**src/hdl/md5_pkg.sv**
```systemverilog
// md5 hasher shared types, constants and round tables
`timescale 1ns / 1ps
package md5_pkg;

  typedef struct packed {
    logic [7:0] data_byte;
    logic       data_valid;
    logic       last_byte;
  } in_item_t;

  typedef struct packed {
    logic [31:0] digest_word;
    logic [1:0]  word_index;
    logic        last_word;
  } out_item_t;

  // 64 bytes, byte j at bits 8j, so word w holds bytes 4w..4w+3 little-endian
  typedef logic [63:0][7:0]  blk_bytes_t;
  typedef logic [15:0][31:0] blk_words_t;

  typedef struct packed {
    blk_bytes_t blk;
    logic       is_final;
  } job_t;

  typedef struct packed {
    logic full;
    logic empty;
  } q_stat_t;

  typedef enum logic [1:0] {F_IDLE, F_FLUSH, F_PAD, F_LEN} front_state_t;
  typedef enum logic [1:0] {B_IDLE, B_RUN, B_ADD, B_EMIT} back_state_t;

  localparam logic [31:0] INIT_A = 32'h67452301;
  localparam logic [31:0] INIT_B = 32'hefcdab89;
  localparam logic [31:0] INIT_C = 32'h98badcfe;
  localparam logic [31:0] INIT_D = 32'h10325476;
  localparam logic [7:0]  PAD_BYTE = 8'h80;
  localparam logic [5:0]  LEN_POS = 6'd56;

  localparam logic [63:0][31:0] ADD_CONST = {
    32'heb86d391, 32'h2ad7d2bb, 32'hbd3af235, 32'hf7537e82,
    32'h4e0811a1, 32'ha3014314, 32'hfe2ce6e0, 32'h6fa87e4f,
    32'h85845dd1, 32'hffeff47d, 32'h8f0ccc92, 32'h655b59c3,
    32'hfc93a039, 32'hab9423a7, 32'h432aff97, 32'hf4292244,
    32'hc4ac5665, 32'h1fa27cf8, 32'he6db99e5, 32'hd9d4d039,
    32'h04881d05, 32'hd4ef3085, 32'heaa127fa, 32'h289b7ec6,
    32'hbebfbc70, 32'hf6bb4b60, 32'h4bdecfa9, 32'ha4beea44,
    32'hfde5380c, 32'h6d9d6122, 32'h8771f681, 32'hfffa3942,
    32'h8d2a4c8a, 32'h676f02d9, 32'hfcefa3f8, 32'ha9e3e905,
    32'h455a14ed, 32'hf4d50d87, 32'hc33707d6, 32'h21e1cde6,
    32'he7d3fbc8, 32'hd8a1e681, 32'h02441453, 32'hd62f105d,
    32'he9b6c7aa, 32'h265e5a51, 32'hc040b340, 32'hf61e2562,
    32'h49b40821, 32'ha679438e, 32'hfd987193, 32'h6b901122,
    32'h895cd7be, 32'hffff5bb1, 32'h8b44f7af, 32'h698098d8,
    32'hfd469501, 32'ha8304613, 32'h4787c62a, 32'hf57c0faf,
    32'hc1bdceee, 32'h242070db, 32'he8c7b756, 32'hd76aa478
  };

  localparam logic [15:0][4:0] ROT_AMT = {
    5'd21, 5'd15, 5'd10, 5'd6, 5'd23, 5'd16, 5'd11, 5'd4,
    5'd20, 5'd14, 5'd9,  5'd5, 5'd22, 5'd17, 5'd12, 5'd7
  };

endpackage

```
**src/hdl/md5_job_q.sv**
```systemverilog
// two-entry block queue between byte packer and round engine
`timescale 1ns / 1ps
module md5_job_q (
  input  logic           clk,
  input  logic           rst_n,
  input  logic           push,
  input  md5_pkg::job_t  push_data,
  input  logic           pop,
  output md5_pkg::job_t  head,
  output md5_pkg::q_stat_t stat
);
  import md5_pkg::*;

  job_t       mem [2];
  logic       wr_r, wr_nxt, rd_r, rd_nxt;
  logic [1:0] cnt_r, cnt_nxt;
  logic       do_push, do_pop;

  assign stat.full  = (cnt_r == 2'd2);
  assign stat.empty = (cnt_r == 2'd0);
  assign do_push = push && !stat.full;
  assign do_pop  = pop && !stat.empty;
  assign head = mem[rd_r];

  always_comb begin
    wr_nxt  = do_push ? ~wr_r : wr_r;
    rd_nxt  = do_pop ? ~rd_r : rd_r;
    cnt_nxt = cnt_r + {1'b0, do_push} - {1'b0, do_pop};
  end

  always_ff @(posedge clk) begin
    if (!rst_n) begin
      wr_r  <= 1'b0;
      rd_r  <= 1'b0;
      cnt_r <= 2'd0;
    end else begin
      wr_r  <= wr_nxt;
      rd_r  <= rd_nxt;
      cnt_r <= cnt_nxt;
    end
  end

  always_ff @(posedge clk) begin
    if (do_push) begin
      mem[wr_r] <= push_data;
    end
  end

endmodule

```
**src/hdl/md5_front.sv**
```systemverilog
// byte packer: builds 64-byte blocks, counts bits and emits padded blocks
`timescale 1ns / 1ps
module md5_front (
  input  logic             clk,
  input  logic             rst_n,
  input  logic             in_push,
  output logic             in_full,
  input  md5_pkg::in_item_t in_item,
  input  md5_pkg::q_stat_t q_stat,
  output logic             q_push,
  output md5_pkg::job_t    q_data
);
  import md5_pkg::*;

  front_state_t state_r, state_nxt;
  blk_bytes_t   buf_r;
  logic [63:0]  cnt_r, cnt_nxt;
  logic         last_pend_r, last_pend_nxt;
  logic [5:0]   pos;
  logic         accept;
  blk_bytes_t   padded;

  assign pos    = cnt_r[8:3];
  assign in_full = (state_r != F_IDLE);
  assign accept = in_push && !in_full;

  // message bytes below pos, then the pad marker, then zeros
  always_comb begin
    for (int j = 0; j < 64; j++) begin
      if (6'(j) < pos) begin
        padded[j] = buf_r[j];
      end else if (6'(j) == pos) begin
        padded[j] = PAD_BYTE;
      end else begin
        padded[j] = 8'h00;
      end
    end
  end

  always_comb begin
    state_nxt     = state_r;
    cnt_nxt       = cnt_r;
    last_pend_nxt = last_pend_r;
    q_push        = 1'b0;
    q_data.blk    = buf_r;
    q_data.is_final = 1'b0;
    case (state_r)
      F_IDLE: begin
        if (accept) begin
          last_pend_nxt = in_item.last_byte;
          if (in_item.data_valid) begin
            cnt_nxt = cnt_r + 64'd8;
            if (pos == 6'd63) begin
              state_nxt = F_FLUSH;
            end else if (in_item.last_byte) begin
              state_nxt = F_PAD;
            end
          end else if (in_item.last_byte) begin
            state_nxt = F_PAD;
          end
        end
      end
      F_FLUSH: begin
        q_push = 1'b1;
        if (!q_stat.full) begin
          state_nxt = last_pend_r ? F_PAD : F_IDLE;
        end
      end
      F_PAD: begin
        q_push     = 1'b1;
        q_data.blk = padded;
        if (pos < LEN_POS) begin
          q_data.blk[63:56] = cnt_r;
          q_data.is_final   = 1'b1;
          if (!q_stat.full) begin
            state_nxt = F_IDLE;
            cnt_nxt   = 64'd0;
          end
        end else if (!q_stat.full) begin
          state_nxt = F_LEN;
        end
      end
      F_LEN: begin
        q_push            = 1'b1;
        q_data.blk        = '0;
        q_data.blk[63:56] = cnt_r;
        q_data.is_final   = 1'b1;
        if (!q_stat.full) begin
          state_nxt = F_IDLE;
          cnt_nxt   = 64'd0;
        end
      end
      default: state_nxt = F_IDLE;
    endcase
  end

  always_ff @(posedge clk) begin
    if (!rst_n) begin
      state_r     <= F_IDLE;
      cnt_r       <= 64'd0;
      last_pend_r <= 1'b0;
    end else begin
      state_r     <= state_nxt;
      cnt_r       <= cnt_nxt;
      last_pend_r <= last_pend_nxt;
    end
  end

  always_ff @(posedge clk) begin
    if (accept && in_item.data_valid) begin
      buf_r[pos] <= in_item.data_byte;
    end
  end

endmodule

```
**src/hdl/md5_round.sv**
```systemverilog
// round engine: one md5 round per cycle, chaining words and digest queue
`timescale 1ns / 1ps
module md5_round (
  input  logic               clk,
  input  logic               rst_n,
  input  md5_pkg::job_t      job,
  input  md5_pkg::q_stat_t   q_stat,
  output logic               q_pop,
  output logic               out_empty,
  input  logic               out_pop,
  output md5_pkg::out_item_t out_item
);
  import md5_pkg::*;

  back_state_t  state_r, state_nxt;
  blk_words_t   blk_r, blk_nxt;
  logic         fin_r, fin_nxt;
  logic [3:0][31:0] chain_r, chain_nxt;
  logic [31:0]  a_r, b_r, c_r, d_r, a_nxt, b_nxt, c_nxt, d_nxt;
  logic [5:0]   step_r, step_nxt;
  logic [1:0]   idx_r, idx_nxt;

  out_item_t    omem [4];
  logic [1:0]   owr_r, ord_r;
  logic [2:0]   ocnt_r;
  logic         opush, opop;
  out_item_t    opush_data;

  logic [1:0]   phase;
  logic [3:0]   s4, g;
  logic [31:0]  f, t;
  logic [63:0]  rot_dbl;

  assign phase = step_r[5:4];
  assign s4    = step_r[3:0];

  always_comb begin
    case (phase)
      2'd0: begin
        f = (b_r & c_r) | (~b_r & d_r);
        g = s4;
      end
      2'd1: begin
        f = (b_r & d_r) | (c_r & ~d_r);
        g = 4'(s4 * 4'd5 + 4'd1);
      end
      2'd2: begin
        f = b_r ^ c_r ^ d_r;
        g = 4'(s4 * 4'd3 + 4'd5);
      end
      default: begin
        f = c_r ^ (b_r | ~d_r);
        g = 4'(s4 * 4'd7);
      end
    endcase
    t = a_r + f + blk_r[g] + ADD_CONST[step_r];
    rot_dbl = {t, t} << ROT_AMT[{phase, step_r[1:0]}];
  end

  always_comb begin
    state_nxt = state_r;
    blk_nxt   = blk_r;
    fin_nxt   = fin_r;
    chain_nxt = chain_r;
    a_nxt = a_r; b_nxt = b_r; c_nxt = c_r; d_nxt = d_r;
    step_nxt  = step_r;
    idx_nxt   = idx_r;
    q_pop     = 1'b0;
    opush     = 1'b0;
    opush_data.digest_word = chain_r[idx_r];
    opush_data.word_index  = idx_r;
    opush_data.last_word   = (idx_r == 2'd3);
    case (state_r)
      B_IDLE: begin
        // a final block waits until the digest queue has drained
        if (!q_stat.empty && (!job.is_final || ocnt_r == 3'd0)) begin
          q_pop     = 1'b1;
          blk_nxt   = job.blk;
          fin_nxt   = job.is_final;
          a_nxt = chain_r[0]; b_nxt = chain_r[1];
          c_nxt = chain_r[2]; d_nxt = chain_r[3];
          step_nxt  = 6'd0;
          state_nxt = B_RUN;
        end
      end
      B_RUN: begin
        a_nxt = d_r;
        d_nxt = c_r;
        c_nxt = b_r;
        b_nxt = b_r + rot_dbl[63:32];
        step_nxt = step_r + 6'd1;
        if (step_r == 6'd63) begin
          state_nxt = B_ADD;
        end
      end
      B_ADD: begin
        chain_nxt[0] = chain_r[0] + a_r;
        chain_nxt[1] = chain_r[1] + b_r;
        chain_nxt[2] = chain_r[2] + c_r;
        chain_nxt[3] = chain_r[3] + d_r;
        idx_nxt   = 2'd0;
        state_nxt = fin_r ? B_EMIT : B_IDLE;
      end
      B_EMIT: begin
        opush   = 1'b1;
        idx_nxt = idx_r + 2'd1;
        if (idx_r == 2'd3) begin
          chain_nxt = {INIT_D, INIT_C, INIT_B, INIT_A};
          state_nxt = B_IDLE;
        end
      end
      default: state_nxt = B_IDLE;
    endcase
  end

  always_ff @(posedge clk) begin
    if (!rst_n) begin
      state_r <= B_IDLE;
      chain_r <= {INIT_D, INIT_C, INIT_B, INIT_A};
      idx_r   <= 2'd0;
      step_r  <= 6'd0;
    end else begin
      state_r <= state_nxt;
      chain_r <= chain_nxt;
      idx_r   <= idx_nxt;
      step_r  <= step_nxt;
    end
  end

  always_ff @(posedge clk) begin
    blk_r <= blk_nxt;
    fin_r <= fin_nxt;
    a_r <= a_nxt; b_r <= b_nxt; c_r <= c_nxt; d_r <= d_nxt;
  end

  // digest queue
  assign out_empty = (ocnt_r == 3'd0);
  assign opop      = out_pop && !out_empty;
  assign out_item  = omem[ord_r];

  always_ff @(posedge clk) begin
    if (!rst_n) begin
      owr_r  <= 2'd0;
      ord_r  <= 2'd0;
      ocnt_r <= 3'd0;
    end else begin
      if (opush) begin
        owr_r <= owr_r + 2'd1;
      end
      if (opop) begin
        ord_r <= ord_r + 2'd1;
      end
      ocnt_r <= ocnt_r + {2'b0, opush} - {2'b0, opop};
    end
  end

  always_ff @(posedge clk) begin
    if (opush) begin
      omem[owr_r] <= opush_data;
    end
  end

`ifndef SYNTHESIS
  a_ocnt_max: assert property (@(posedge clk) disable iff (!rst_n)
    ocnt_r <= 3'd4) else $error("digest queue overflow");
  a_emit_room: assert property (@(posedge clk) disable iff (!rst_n)
    state_r == B_EMIT |-> ocnt_r != 3'd4) else $error("emit into full queue");
  a_fin_emit: assert property (@(posedge clk) disable iff (!rst_n)
    (state_r == B_ADD && fin_r) |=> state_r == B_EMIT)
    else $error("final block did not emit");
  a_run_len: assert property (@(posedge clk) disable iff (!rst_n)
    (state_r == B_IDLE && q_pop) |=> (state_r == B_RUN && step_r == 6'd0))
    else $error("round count not restarted");
`endif

endmodule

```
**src/hdl/md5_stream_hasher.sv**
```systemverilog
// md5 stream hasher top level: byte packer, block queue, round engine
`timescale 1ns / 1ps
//  channel | direction | handshake          | payload
//  in_     | input     | in_push / in_full  | in_item: data_byte, data_valid, last_byte
//  out_    | output    | out_pop / out_empty| out_item: digest_word, word_index, last_word
//
//  one item per cycle into the packer while in_full is low; after the 64th byte
//  of a block in_full stays high while the block goes to the two-entry queue
//  the round engine loads a block, runs the 64 rounds and adds the chaining words;
//  a long message runs at about one byte per cycle; the last item costs 1 to 2
//  extra blocks plus four words of digest output
//  in_full is high while the packer hands a full block to the block queue or pads
//  synchronous active-low reset restores the md5 initial chaining words
module md5_stream_hasher (
  input  logic               clk,
  input  logic               rst_n,
  input  logic               in_push,
  output logic               in_full,
  input  md5_pkg::in_item_t  in_item,
  output logic               out_empty,
  input  logic               out_pop,
  output md5_pkg::out_item_t out_item
);
  import md5_pkg::*;

  // front side to block queue
  logic    q_push, q_pop;
  job_t    q_data, q_head;
  q_stat_t q_stat;

  md5_front u_front (
    .clk     (clk),
    .rst_n   (rst_n),
    .in_push (in_push),
    .in_full (in_full),
    .in_item (in_item),
    .q_stat  (q_stat),
    .q_push  (q_push),
    .q_data  (q_data)
  );

  // short queue so packing and rounds stall independently
  md5_job_q u_job_q (
    .clk       (clk),
    .rst_n     (rst_n),
    .push      (q_push),
    .push_data (q_data),
    .pop       (q_pop),
    .head      (q_head),
    .stat      (q_stat)
  );

  // round engine with the digest queue at its output
  md5_round u_round (
    .clk       (clk),
    .rst_n     (rst_n),
    .job       (q_head),
    .q_stat    (q_stat),
    .q_pop     (q_pop),
    .out_empty (out_empty),
    .out_pop   (out_pop),
    .out_item  (out_item)
  );

endmodule

```
**config.mk**
```make
export PLATFORM = sky130hd
export DESIGN_NAME = md5_stream_hasher
export DESIGN_NICKNAME = d
export VERILOG_FILES = /design/src/hdl/md5_pkg.sv /design/src/hdl/md5_job_q.sv /design/src/hdl/md5_front.sv /design/src/hdl/md5_round.sv /design/src/hdl/md5_stream_hasher.sv
export SDC_FILE = /design/constraint.sdc
export NUM_CORES = 2
export LEC_CHECK = 0
export BUFFER_PORTS_ARGS = -buffer_cell sky130_fd_sc_hd__clkbuf_2
export CAP_MARGIN = 25
export CORE_ASPECT_RATIO = 0.8
export CORE_MARGIN = 2
export CORE_UTILIZATION = 30
export CTS_CLUSTER_SIZE = 16
export DETAILED_ROUTE_END_ITERATION = 12
export GPL_TIMING_DRIVEN = 0
export PLACE_DENSITY = 0.5
export SLEW_MARGIN = 20
export SYNTH_ARGS = -nofsm -noshare
export SYNTH_HDL_FRONTEND = slang
export SYNTH_SLANG_ARGS = --single-unit
```
**constraint.sdc**
```tcl
create_clock -name clk -period 76.6 [get_ports clk]
set_input_delay 7.66 -clock clk [delete_from_list [all_inputs] [get_ports clk]]
set_output_delay 7.66 -clock clk [all_outputs]
set_load 0.01 [all_outputs]
```
# Word-level counts from Yosys, hierarchy flattened

Memory sizes are Yosys's and may differ from the RTL's. A register that Yosys moved wholly into a read port is not among the register bits.
Index checks and enable logic that the tools add are counted.

Register bits after elaboration: 1369
Memory bits (writable): 1166
ROM bits: 2128
Input port bits: 14
Output and inout bits: 37
Word-level logic and storage cells: 518
Memories kept: 4

Memories:

| name             | depth | bits a word | rd ports | clocked after memory_dff | write ports | RTL line        | RTL |
|---|---|---|---|---|---|---|---|
| (name not given) | 64    | 32          | 1        | 1                        | 0           | md5_round.sv:56 | `t = a_r + f + blk_r[g] + ADD_CONST[step_r];` |
| u_job_q.mem      | 2     | 513         | 1        | 1                        | 1           | md5_job_q.sv:14 | `job_t mem [2];` |
| u_round.omem     | 4     | 35          | 1        | 1                        | 1           | md5_round.sv:23 | `out_item_t omem [4];` |
| (name not given) | 16    | 5           | 1        | 1                        | 0           | md5_round.sv:57 | `rot_dbl = {t, t} << ROT_AMT[{phase, step_r[1:0]}];` |

Add/sub/neg operators: 19
Multiply operators: 3
Order comparisons: 71
Eq/ne operators: 83
Shifts and indexed selects: 1
Multiplexer cells: 191
Bitwise gates (word level): 14
Reductions and logical operators: 31

Operators with widths:

| operator                                                  | count |
|---|---|
| 2-to-1 mux 8 bit                                          | 129 |
| case mux 513 bit (2 select lines)                         | 1 |
| bitwise mux 512 bit                                       | 1 |
| 2-to-1 mux 64 bit                                         | 5 |
| adder 32 bit                                              | 8 |
| case mux 128 bit (2 select lines)                         | 1 |
| case mux 32 bit (2 select lines)                          | 4 |
| 2-to-1 mux 32 bit                                         | 7 |
| == test 6 bit, first input constant                       | 32 |
| less-than comparator 6 bit, first input constant          | 32 |
| case mux 64 bit (3 select lines)                          | 1 |
| bitwise AND 32 bit                                        | 4 |
| binary-select mux 32 bit (select 4 bit)                   | 1 |
| 2-to-1 mux 128 bit                                        | 1 |
| == test 5 x 6 -> 1 bit, first input constant              | 16 |
| less-than comparator 5 x 6 -> 1 bit, first input constant | 16 |
| bitwise OR 32 bit                                         | 3 |
| case mux 32 bit (3 select lines)                          | 1 |
| bitwise XOR 32 bit                                        | 3 |
| adder 64 x 4 -> 64 bit, second input constant             | 1 |
| binary-select mux 32 bit (select 2 bit)                   | 1 |
| NOT 32 bit                                                | 2 |
| << shifter 64 x 5 -> 64 bit                               | 1 |
| demux 8 bit (select 6 bit)                                | 1 |
| other kinds (51)                                          | 141 |

# Logic depth before layout (Yosys ltp)

Depth after elaboration: 10
Mapped depth: 42
Gate-level depth less buffers: 41

# Cells and area by module

A second synthesis with hierarchy kept.

Cell total of the unflattened synthesis: 8402
Area total of the unflattened synthesis: 116206.5 um^2

By module, submodules not included:

| module    | instances | cells an instance | area an instance (um^2) | sequential area each (um^2) |
|---|---|---|---|---|
| md5_round | 1         | 4923              | 54676.2                 | 27136.0 |
| md5_job_q | 1         | 1623              | 37437.2                 | 30909.6 |
| md5_front | 1         | 1856              | 24093.1                 | 16656.0 |

# Least setup slack after synthesis

No wires, ideal clock.

Path type: register to register
Start: register u_round.state_r[1]
End: register u_round.blk_r[0] in the netlist's numbering (enable)
Setup time: 4108 ps
Arrival: 79543 ps
Data required time: 72492 ps
Setup slack: -7051 ps
Cell stages (with the launch flop): 4
Path buffers: 2
Clock period less this slack: 83651 ps
Path through: dfxtp_1 clkbuf_1 clkbuf_1 a2111oi_0

Cells in the longest elaborated chain, start to end: 2

RTL lines:

| element                              | RTL line         | RTL |
|---|---|---|
| start: declaration                   | md5_round.sv:15  | `back_state_t state_r, state_nxt;` |
| start signal: assignment             | md5_round.sv:123 | `state_r <= state_nxt;` |
| logical NOT 2 bit                    | md5_round.sv:73  | `case (state_r)` |
| AND reduction 2 bit (no source line) | -                |  |
| end signal: assignment               | md5_round.sv:131 | `blk_r <= blk_nxt;` |
| end: declaration                     | md5_round.sv:16  | `blk_words_t blk_r, blk_nxt;` |

Every way passes these cells.
A chain may end at the register's enable or synchronous reset.

# Worst setup path after layout

Start: register u_round.step_r[1]
End: register u_round.b_r[31] (data pin)

Cells in the longest elaborated chain, start to end: 10
Elaborated cells between the ends (all ways): 13
Classes of those cells: add/sub: 5; mul: 3; shift: 1; mux: 4

RTL lines:

| element                                                                       | RTL line                         | RTL |
|---|---|---|
| start: declaration                                                            | md5_round.sv:20                  | `logic [5:0] step_r, step_nxt;` |
| start signal: assignment                                                      | md5_round.sv:126                 | `step_r <= step_nxt;` |
| multiplier 4 x 2 -> 4 bit / multiplier 4 x 3 -> 4 bit (equally long branches) | md5_round.sv:49, md5_round.sv:45 |  |
| adder 4 x 3 -> 4 bit / adder 4 x 1 -> 4 bit (equally long branches)           | md5_round.sv:49, md5_round.sv:45 |  |
| case mux 4 bit (3 select lines) (*)                                           | md5_round.sv:38                  | `case (phase)` |
| binary-select mux 32 bit (select 4 bit) (*)                                   | md5_round.sv:56                  |  |
| 2-to-1 mux 32 bit (not written as such) (*)                                   | md5_round.sv:56                  |  |
| adder 32 bit (*) (2 in a row)                                                 | md5_round.sv:56                  |  |
| << shifter 64 x 5 -> 64 bit (*)                                               | md5_round.sv:57                  |  |
| adder 32 bit (*)                                                              | md5_round.sv:90                  | `b_nxt = b_r + rot_dbl[63:32];` |
| case mux 32 bit (2 select lines) (*)                                          | md5_round.sv:73                  |  |
| via u_round.b_nxt[31]                                                         | md5_round.sv:19                  | `logic [31:0] a_r, b_r, c_r, d_r, a_nxt, b_nxt, c_nxt, d_nxt;` |
| end signal: assignment                                                        | md5_round.sv:133                 | `a_r <= a_nxt; b_r <= b_nxt; c_r <= c_nxt; d_r <= d_nxt;` |
| end: declaration                                                              | md5_round.sv:19                  |  |

Mark *: on every way through the listed nets, which the timed path passes. The rest lies on a longest branch. The select of a mux whose other input is x is not followed.

==> run summary <==
The wire-length estimate of the detail-placed layout is 286200 um. The logs give 0.1953 for the global-route usage over all layers and 8266 for the number of instances in the synthesized netlist. The number of nets produced by synthesis is 8576. After routing, the total negative slack on setup checks comes to 0 ns. TritonCTS built the clock tree. For the required time of the critical path, the log shows 77.20 ns.

The worst-case clock buffer depth is 4, and the number of flops mapped to enable cells by yosys is 2319. The tools report the remaining antenna violation count after routing as 0. Startpoint of the most critical register-to-register path: u_round.step_r[1]$_SDFFE_PN0P_.

Setup violations remaining at the end of the flow were counted as 0. After clock tree synthesis, the clock-pin slew on the worst setup and hold paths is 0.06 ns. In this run the register-to-register setup slack is 61.51 ns.

Among all stages on the critical path, the largest delay is contributed by sky130_fd_sc_hd__a211oi_1. The tree built by TritonCTS fans out to 2572 sinks. At the worst endpoint, the arrival time is 15.70 ns. The run gives 8 as the number of detailed-route iterations in the first pass. The vertical die dimension works out to 558.6 um.

Total via count in the routed design: 73695. The count of port buffers added during placement is 50. The initial antenna violation count came out at 27. After detailed routing, the number of remaining DRC violations is 0. The later-pin clock latency in the skew report is 0.90 ns, and the synthesized area is 115300 um2. For the H-tree depth, the log shows 5.

For the pin with the worst max-slew slack, the measured transition is 1.344 ns. The post-synthesis async set-or-reset flop share was 0; the layout overhead on the synthesized area was 15.85%. Total congestion overflow after global routing: 0.

For the DRC violation total after the first TritonRoute iteration, the log shows 8304. Among all flip-flop cells after synthesis, the most frequent one is sky130_fd_sc_hd__edfxtp_1. The post-route fraction of the period consumed by the critical path came out at 0.1971. The flow ran to the end, and the final reports show no timing, DRC or antenna violations.

Sequential fraction of the synthesis area: 0.6477. The logs give 73 for the maximum number of pins on one net before global-route repair and 0.09872 for the worst max-slew margin expressed relative to the limit. 51 I/O pins were placed.

The run gives 391400 um as the aggregate routed wire length. The highest net fanout along the worst path was 10; the post-route clock skew was 0.1005 ns. The number of cells on the worst reg-to-reg path is 43. The worst reg2reg path endpoint is u_round.b_r[31]$_DFFE_PP_.

A synthesized cell averages 13.95 um2. The max-slew violation total from the final report came out at 0. The total CTS buffers was 274; the count of distinct cell types in the synthesized netlist was 99. The number of setup buffers added after CTS is 0.

On the worst path, the slowest cell contributes a delay of 0.99 ns. The floorplan step set the die width to 697.2 um. The class of the tightest hold or removal check was flop to flop. Setup repair after global routing left no endpoint under its margin. For the count of max-cap constraint violations, the log shows 0.

The net count of the finished layout is 9193. The total area inside the core boundary comes to 382500 um2. In this run, synthesis produced a sequential element count of 2572. The tools report the cell row count as 203.

The Yosys step of the flow raised 0 warnings. The logs give 0 for the number of failing hold endpoints at the final stage and 0.3493 for the post-route core utilization. The tools report the global placer's final weighted congestion as 0.9798.

The cell at the root of the clock tree was sky130_fd_sc_hd__clkbuf_16. Static timing analysis puts the maximum clock frequency at 66.25 MHz. The end point of the critical path is u_round.b_r[31]$_DFFE_PP_. The smallest clock period supported by the final layout is computed as 15.09 ns.

The tools report the startpoint class of the critical path as a flop. The starting density of the core was 0.3015. The share of post-route cells with drive strength above 1 was 0.1779. Once the clock tree was built, the resizer swapped 0 gates to a different size. The critical path is of the flop to flop type.

The via density per instance is 5.182, and the per-cell routed wire length is 27.53 um. The first global-routing pass estimated 548200 um of wire. The worst setup path is captured at a flop.

Hold repair after CTS inserted 0 buffers. The full die area is 389400 um2. The startpoint of the most critical setup path was u_round.step_r[1]$_SDFFE_PN0P_. For the via count of the first global-routing pass, the log shows 72028.
## per-layer routing
metal	wire length [um]	part of all wire	vias to the layer above	GRT usage
met5	36	0.000092	-	0
met4	11650	0.030	6	0.05418
met3	28710	0.073	564	0.03860
met2	173300	0.44	2849	0.3036
met1	177700	0.45	37877	0.2773
li1	-	-	32399	-
## worst min-delay path by stage
| stage | start | endpoint | slack, ns | depth (start not counted) |
|---|---|---|---|---|
| 6_report | u_front.last_pend_r$_SDFFE_PN0P_ | u_front.last_pend_r$_SDFFE_PN0P_ | 0.47 | 2 |
| 5_1_grt | u_front.last_pend_r$_SDFFE_PN0P_ | u_front.last_pend_r$_SDFFE_PN0P_ | 0.48 | 2 |
| 4_1_cts | u_front.last_pend_r$_SDFFE_PN0P_ | u_front.last_pend_r$_SDFFE_PN0P_ | 0.47 | 2 |
| 3_5_place_dp | u_front.last_pend_r$_SDFFE_PN0P_ | u_front.last_pend_r$_SDFFE_PN0P_ | 0.46 | 2 |
| 3_3_place_gp | u_front.cnt_r[29]$_SDFFE_PN0P_ | u_front.cnt_r[29]$_SDFFE_PN0P_ | 0.47 | 2 |
| 2_1_floorplan | u_front.last_pend_r$_SDFFE_PN0P_ | u_front.last_pend_r$_SDFFE_PN0P_ | 0.44 | 2 |
## through the flow
step,std cells,setup slack (ns),hold WS (ns),cell area [um2]
finish,14220,61.51,0.4720,133600
global route,14211,61.13,0.4840,133600
CTS,14192,61.99,0.4723,133400
detailed placement,13713,62.04,0.4617,124800
global placement,13441,-21.77,0.4688,122000
floorplan,8266,18.41,0.4400,115300
## worst max-delay path: cells and delay by family (launching register included)
kind	cells	cell delay, ns
DFF	1	0.46
buffers and inverters	6	1.57
xor gates and xnor gates	1	0.77
muxes	5	1.80
and+or+nand+nor	7	1.45
AOI/OAI and AO/OA	18	6.05
adders and majority gates	6	2.67
## cell families after synthesis
logic type,count (synthesis),synth area share
DFF,2572,0.6477
AOI/OAI and AO/OA,1507,0.08499
adders and majority gates,327,0.03936
buffers and inverters,700,0.02303
muxes,806,0.09886
and+or+nand+nor,2102,0.08677
xor gates and xnor gates,252,0.01927
## cell type report
class	instances	area, um2
inverter	295	1115
sequential	2572	74700
tap	5125	6412
clock inverter	131	1210
fill	37052	248900
antenna	9	22.52
timing repair buffer	341	2950
clock buffer	348	7375
buffer	405	1577
multi-input combinational	4994	38250
## sequential cells by signal, indices dropped and copies added, names as in the netlist, 61 cells and up, named ones only
name,count
u_front.buf_r,512
u_front.cnt_r,61
u_round.omem,140
u_job_q.mem,1026
u_round.chain_r,128
u_round.blk_r,512
## cell usage after synthesis, drive strengths merged, types with 74 or more instances
library cell / count / area, um2
inv: 291 / 1092
a21o: 80 / 600.6
ha: 226 / 2828
and2: 434 / 2715
a31oi: 106 / 663.1
xor2: 139 / 1217
nand3: 120 / 600.6
nor2: 414 / 1554
a21oi: 348 / 1757
nand2: 772 / 2900
o21ai: 373 / 1874
mux2: 524 / 5901
dfxtp: 253 / 5065
clkbuf: 337 / 1265
nor2b: 103 / 644.4
o22ai: 88 / 550.5
edfxtp: 2319 / 69640
xnor2: 112 / 980.9
nor3: 74 / 370.4
mux4: 213 / 4797
## cells in the final DEF (no fill, tap or decap), types with 54 or more instances in the layout
master and instances:
sky130_fd_sc_hd__fa_1 70, sky130_fd_sc_hd__ha_1 226, sky130_fd_sc_hd__a31oi_1 97, sky130_fd_sc_hd__nand2_1 771, sky130_fd_sc_hd__edfxtp_1 2319, sky130_fd_sc_hd__o22ai_1 88, sky130_fd_sc_hd__buf_2 136, sky130_fd_sc_hd__xor2_1 139
sky130_fd_sc_hd__nor2b_1 103, sky130_fd_sc_hd__inv_1 287, sky130_fd_sc_hd__clkbuf_2 57, sky130_fd_sc_hd__mux4_2 213, sky130_fd_sc_hd__nand3_1 120, sky130_fd_sc_hd__clkinv_1 58, sky130_fd_sc_hd__dfxtp_1 253, sky130_fd_sc_hd__a21o_1 80
sky130_fd_sc_hd__mux2_2 524, sky130_fd_sc_hd__a21oi_1 345, sky130_fd_sc_hd__buf_4 96, sky130_fd_sc_hd__a211oi_1 54, sky130_fd_sc_hd__nor3_1 70, sky130_fd_sc_hd__mux2i_1 68, sky130_fd_sc_hd__nor2_1 393, sky130_fd_sc_hd__o21ai_0 324
sky130_fd_sc_hd__and2_1 428, sky130_fd_sc_hd__xnor2_1 111, sky130_fd_sc_hd__clkbuf_16 282, sky130_fd_sc_hd__clkbuf_1 381
Power is left out: the tool's default activity adds up to more than one toggle a clock period on the data nets, which glitch-free logic cannot reach.
